### config.mk
export PLATFORM = sky130hd
export DESIGN_NAME = tbs_divider
export DESIGN_NICKNAME = d
export VERILOG_FILES = /design/src/design/tbs_pkg.sv /design/src/design/tbs_divider.sv
export SDC_FILE = /design/constraint.sdc
export NUM_CORES = 1
export LEC_CHECK = 0
export BUFFER_PORTS_ARGS = -buffer_cell sky130_fd_sc_hd__buf_2
export CAP_MARGIN = 20
export CORE_ASPECT_RATIO = 2
export CORE_MARGIN = 1
export CORE_UTILIZATION = 30
export CTS_CLUSTER_DIAMETER = 30
export DETAILED_ROUTE_END_ITERATION = 12
export SLEW_MARGIN = 20
export SYNTH_ARGS = -nofsm -noshare
export SYNTH_HDL_FRONTEND = slang
export SYNTH_SLANG_ARGS = --single-unit
### constraint.sdc
create_clock -name i_clk -period 18.66 [get_ports i_clk]
set_input_delay 2.799 -clock i_clk [delete_from_list [all_inputs] [get_ports i_clk]]
set_output_delay 2.799 -clock i_clk [all_outputs]
set_load 0.1 [all_outputs]
### src/design/tbs_pkg.sv
// Package for the triangular back-substitution solver.
// Shared types, constants, state encoding and a saturation function; no dependencies.
`default_nettype none
package tbs_pkg;
    localparam int unsigned MaxUnknowns = 16;
    localparam int unsigned IdxW = 4;

    typedef logic [1:0] t_mode;
    localparam t_mode ModeLoadCoef = 2'd0;
    localparam t_mode ModeLoadRhs  = 2'd1;
    localparam t_mode ModeSolve    = 2'd2;

    typedef struct packed {
        t_mode             mode;
        logic [IdxW-1:0]   row;
        logic [IdxW-1:0]   column;
        logic signed [31:0] value;
    } t_in_item;

    typedef struct packed {
        logic [IdxW-1:0]    unknown_index;
        logic signed [31:0] solution_value;
        logic               zero_pivot;
        logic               last;
    } t_out_item;

    typedef enum logic [3:0] {
        S_IDLE, S_ROW, S_RD, S_MUL, S_SUB, S_DIV, S_DIVRUN, S_OUT
    } t_state;

    function automatic logic signed [31:0] sat32(input logic signed [64:0] v);
        if (v > 65'sd2147483647) return 32'sh7FFFFFFF;
        if (v < -65'sd2147483648) return 32'sh80000000;
        return v[31:0];
    endfunction
endpackage
`default_nettype wire

### src/design/tbs_divider.sv
// Restoring signed divider, one quotient bit per cycle, with Q16.16 saturation.
// Depends on tbs_pkg.
`default_nettype none
module tbs_divider (
    input  wire logic               i_clk,
    input  wire logic               i_rst_n,
    input  wire logic               i_start,
    input  wire logic signed [31:0] i_num,
    input  wire logic signed [31:0] i_den,
    output logic                    o_done,
    output logic signed [31:0]      o_quot
);
    import tbs_pkg::*;
    logic [47:0] r_rem_n, n_rem_n;   // dividend magnitude shifting out
    logic [32:0] r_part, n_part;
    logic [47:0] r_q, n_q;
    logic [31:0] r_dmag;
    logic        r_neg;
    logic [5:0]  r_cnt, n_cnt;
    logic        r_busy;
    logic [32:0] w_trial;
    logic [48:0] w_sq;

    always_comb begin
        n_part = {r_part[31:0], r_rem_n[47]};
        w_trial = n_part - {1'b0, r_dmag};
        n_q = {r_q[46:0], ~w_trial[32]};
        if (!w_trial[32]) n_part = w_trial;
        n_rem_n = {r_rem_n[46:0], 1'b0};
        n_cnt = r_cnt - 6'd1;
        w_sq = r_neg ? -{1'b0, n_q} : {1'b0, n_q};
    end

    always_ff @(posedge i_clk) begin
        o_done <= 1'b0;
        if (!i_rst_n) begin
            r_busy <= 1'b0;
        end else if (i_start) begin
            r_busy  <= 1'b1;
            r_cnt   <= 6'd48;
            r_part  <= '0;
            r_q     <= '0;
            r_neg   <= i_num[31] ^ i_den[31];
            r_dmag  <= i_den[31] ? 32'(-i_den) : 32'(i_den);
            r_rem_n <= {(i_num[31] ? 32'(-i_num) : 32'(i_num)), 16'd0};
        end else if (r_busy) begin
            r_part  <= n_part;
            r_q     <= n_q;
            r_rem_n <= n_rem_n;
            r_cnt   <= n_cnt;
            if (n_cnt == 6'd0) begin
                r_busy <= 1'b0;
                o_done <= 1'b1;
                o_quot <= sat32(65'(signed'(w_sq)));
            end
        end
    end
endmodule
`default_nettype wire

==> summary.md <==
| Metric | Value |
|---|---|
| Status | finished clean |
| Commonest non-fill, non-tap cells in the layout | edfxtp_1, buf_2, a21oi_1 |
| Library cells used by synthesis | 70 |
| Fin. Hold Viols | 0 |
| I/O pin count | 100 |
| Slowest CP cell | a2111oi_0 |
| Total grt overflow | 0 |
| Layout Cells excl Fill | 1765 |
| PwrDens | 83.5 nW/um2 |
| Clock buffer depth | 2 |
| Crit path DAT | 6.95 ns |
| Via count | 8861 |
| Routed len/inst | 15.3 um |
| Slowest stage delay, CP | about 0.63 ns |
| FP Rows | between 100 and 150 |
| Hold Crit Class | flip-flop to flip-flop |
| Worst-path cell chain | inv_1 -> ha_1 -> fa_1 -> nor2b_1 -> o31ai_2 -> a21o_1 -> o21ai_2 -> a41o_1 -> o311a_4 -> inv_2 -> ha_1 -> nand2_1 -> nand2_1 -> xor2_1 -> or4_1 -> a2111oi_0 -> nor4b_1 -> and3_1 -> nand3_1 -> o21a_1 -> o41ai_4 -> buf_4 -> o21ai_0 |
| Startpoint Class | flip-flop |
| Synth warn | 0 |
| Clock Skew | around 0.009 ns |
| Finished Core Util | between 30% and 40% |
| Vias per cell | approximately 5.0 |
| Buf+Inv Stages, Crit Path | 3 |
| Share of synthesized registers carrying an async set or reset | 0% |
| H-tree levels | 4 |
| First-pass GRT wire length | 43200 um |
| PortBufs | 99 |
| WHS | about 0.54 ns |
| Reg2Reg Depth | 23 |
| Postcts setup bufs | 0 |
| PostCTS Resize Cnt | 0 |
| Max rail drop VDD | approximately 62 uV |
| Final #Nets | 1343 |
| CTS Root Cell | clkbuf_16 |
| Tcrit/Tclk final | approximately 36% |
| Antenna violations before repair | 0 |
| Multi-input gate area in the final layout | 5640 um2 |
| Top FF cell, synth | edfxtp_1 |
| Yosys reg bits | 184 |
| RSZ-0062 raised after global routing | false |
| Filler Cells Inserted | 3851 |
| Cts bufs inserted | 17 |
| Storage element area | around 5500 um2 |
| Post-Syn Instances | 1170 |
| Final RePlAce weighted congestion | about 0.84 |
| R2R Path Start | r_rem_n[47]$_DFFE_PP_ |
| Antenna violation net count after detailed routing | 0 |
| Setup TNS | 0 ns |
| Fin. max-slew vios | 0 |
| Worst setup path endpoint | o_quot[0]$_SDFFCE_PN1P_ |
| Leak Pwr | ~0.005 uW |
| Post-synth EDFFs | 182 |
| Critical path class | flip-flop to flip-flop |
| TritonCTS clock tree | built |
| Drt pass-1 iters | 5 |
| GRT Resource Usage Total | 14.0% |
| Final HPWL DP | approximately 19000 um |
| FF-to-FF setup slack | roughly 12 ns |
| Die boundary width | 141 um |
| Avg Cell Area, Syn | 9.93 um2 |
| Seq/Total Area, Yosys | 47.4% |
| Post-synthesis net count | about 1300 |
| Most common cell after layout, fill and taps aside | edfxtp_1 |
| # diodes | 0 |
| Worst slew pin tran | 0.979 ns |
| Vias in the first global route | 8678 |
| Critical Path RT | 18.84 ns |
| Die area | 39600 um2 |
| Crit path from | r_rem_n[47]$_DFFE_PP_ |
| Post-CTS Hold Buffers | 0 |
| Iteration-0 DRC count of the detailed router | about 490 |
| Total wire length | 27000 um |
| Largest net degree at the start of global routing | 86 |
| CP endpoint kind | flip-flop |
| Layout cells sized above 1 | 13.1% |
| R2R Path End | o_quot[0]$_SDFFCE_PN1P_ |
| Residual DRC | 0 |
| Die Ht | 280 um |
| Area of the core | 38000 um2 |
| Top cell family by delay on the critical path | compound AO/OA/AOI/OAI gates |
| Fmax achieved | 148 MHz |
| Cell count after placement | 1734 |
| Clock Sinks | 184 |
| Initial Util | between 30% and 40% |
| Later-pin clock latency in the skew report | between 0.4 and 0.5 ns |
| Worst-path clk slew | approximately 0.070 ns |
| Hold Path Cell Cnt | 2 |
| Critical path depth | 23 |
| Final min period | 6.78 ns |
| Rel. slew slack | a little over a third |
| Endpoints failing setup | 0 |
| Layout area overhead | 13.1% |
| Worst Path Max Fanout | 40 |
| Max_cap viols | 0 |
| Area of the mapped netlist | roughly 12000 um2 |
==> report_power, final <==
group	switching [uW]	internal, uW	total [uW]
sequential	20.2	492	512
combinational	144	93.3	237
clock	164	184	348
==> worst reg2reg max path, stage by stage (launching register included) <==
cell and delay (ns):
edfxtp_1 0.47, inv_1 0.08, ha_1 0.23, fa_1 0.41, nor2b_1 0.19, o31ai_2 0.11, a21o_1 0.20, o21ai_2 0.29
a41o_1 0.30, o311a_4 0.53, inv_2 0.10, ha_1 0.32, nand2_1 0.09, nand2_1 0.06, xor2_1 0.18, or4_1 0.48
a2111oi_0 0.63, nor4b_1 0.51, and3_1 0.23, nand3_1 0.09, o21a_1 0.23, o41ai_4 0.31, buf_4 0.33, o21ai_0 0.14
==> metrics by stage <==
| step | setup slack [ns] | area (um2) | total power, uW |
|---|---|---|---|
| global placement | 11.92 | 12600 | 754 |
| detailed placement | 11.84 | 12600 | 758 |
| finish | 11.88 | 13100 | 1100 |
| CTS | 11.79 | 13100 | 1110 |
| global route | 11.52 | 13100 | 1160 |
| floorplan | 11.95 | 11600 | 697 |
==> logic make-up (layout without fill, tap and decap cells) <==
kind of cell | Yosys count | after routing | synth area share [%]
AOI/OAI and AO/OA | 298 | 298 | 16.1
xor gates and xnor gates | 122 | 122 | 9.20
adders and majority gates | 38 | 38 | 4.16
buffers and inverters | 123 | 203 | 4.25
DFF | 184 | 184 | 47.4
muxes | 10 | 10 | 0.894
and+or+nand+nor | 395 | 395 | 18.0
==> Yosys cell counts (all sizes together) (3+ instances only) <==
cell     instances  area share, %
a31oi            7           0.38
a211oi           5           0.32
nor4b            4           0.30
nand2b          15           0.81
and2             4           0.22
or2              5           0.27
nand2           86            2.8
clkbuf          50            1.6
nand3b           5           0.36
edfxtp         182             47
buf             10           0.60
or3             42            2.3
a21boi           4           0.26
a2111oi          4           0.30
nor4            14           0.81
a21oi           89            3.8
o31ai           31            2.0
nand3           24            1.0
and4             4           0.30
xor2            71            5.4
nand4            7           0.38
and3            10           0.54
o31a             3           0.23
nor2b           51            2.7
or4             13           0.87
o211ai           6           0.39
inv             63            2.0
a21o            16            1.0
nor3            22            1.1
o21ai           92            4.0
o21a             7           0.45
mux2             3           0.29
nor2            84            2.7
xnor2           51            3.8
o41ai           15            1.3
ha              37            4.0
o32ai            3           0.23
mux2i            7           0.60
==> per-layer routing <==
| metal | wire (um) | vias to the layer above | global-route usage (%) |
|---|---|---|---|
| met5 | 0 | - | 0 |
| li1 | - | 4417 | - |
| met2 | 15400 | 170 | 27.7 |
| met3 | 608 | 55 | 1.98 |
| met4 | 969 | 0 | 7.92 |
| met1 | 10100 | 4219 | 13.6 |
==> layout make-up <==
cell class,instances,share of cell area (%)
multi-input cells,863,42.9
flip-flops and latches,184,41.9
well taps,515,4.90
repair buffers,109,4.36
clock buffers,17,3.24
inverters,63,1.80
clock inverters,14,0.942
==> sequential cells by signal, summed over array words and instances (netlist names) <==
| register | cells |
|---|---|
| r_cnt | 6 |
| r_part | 32 |
| r_dmag | 32 |
| r_neg | 1 |
| r_q | 47 |
| r_busy | 1 |
| r_rem_n | 32 |
| o_done | 1 |
| o_quot | 32 |
==> how the worst min path moves through the flow <==
stage | startpoint | endpoint | slack, ns
4_1_cts | r_busy$_SDFF_PN0_ | o_done$_SDFF_PP0_ | 0.54
2_1_floorplan | r_busy$_SDFF_PN0_ | o_done$_SDFF_PP0_ | 0.47
6_report | r_busy$_SDFF_PN0_ | o_done$_SDFF_PP0_ | 0.54
5_1_grt | r_busy$_SDFF_PN0_ | o_done$_SDFF_PP0_ | 0.55
3_5_place_dp | r_cnt[5]$_SDFFCE_PP1P_ | o_done$_SDFF_PP0_ | 0.53
3_3_place_gp | r_cnt[5]$_SDFFCE_PP1P_ | o_done$_SDFF_PP0_ | 0.52
Power figures use the tool's default switching activity.
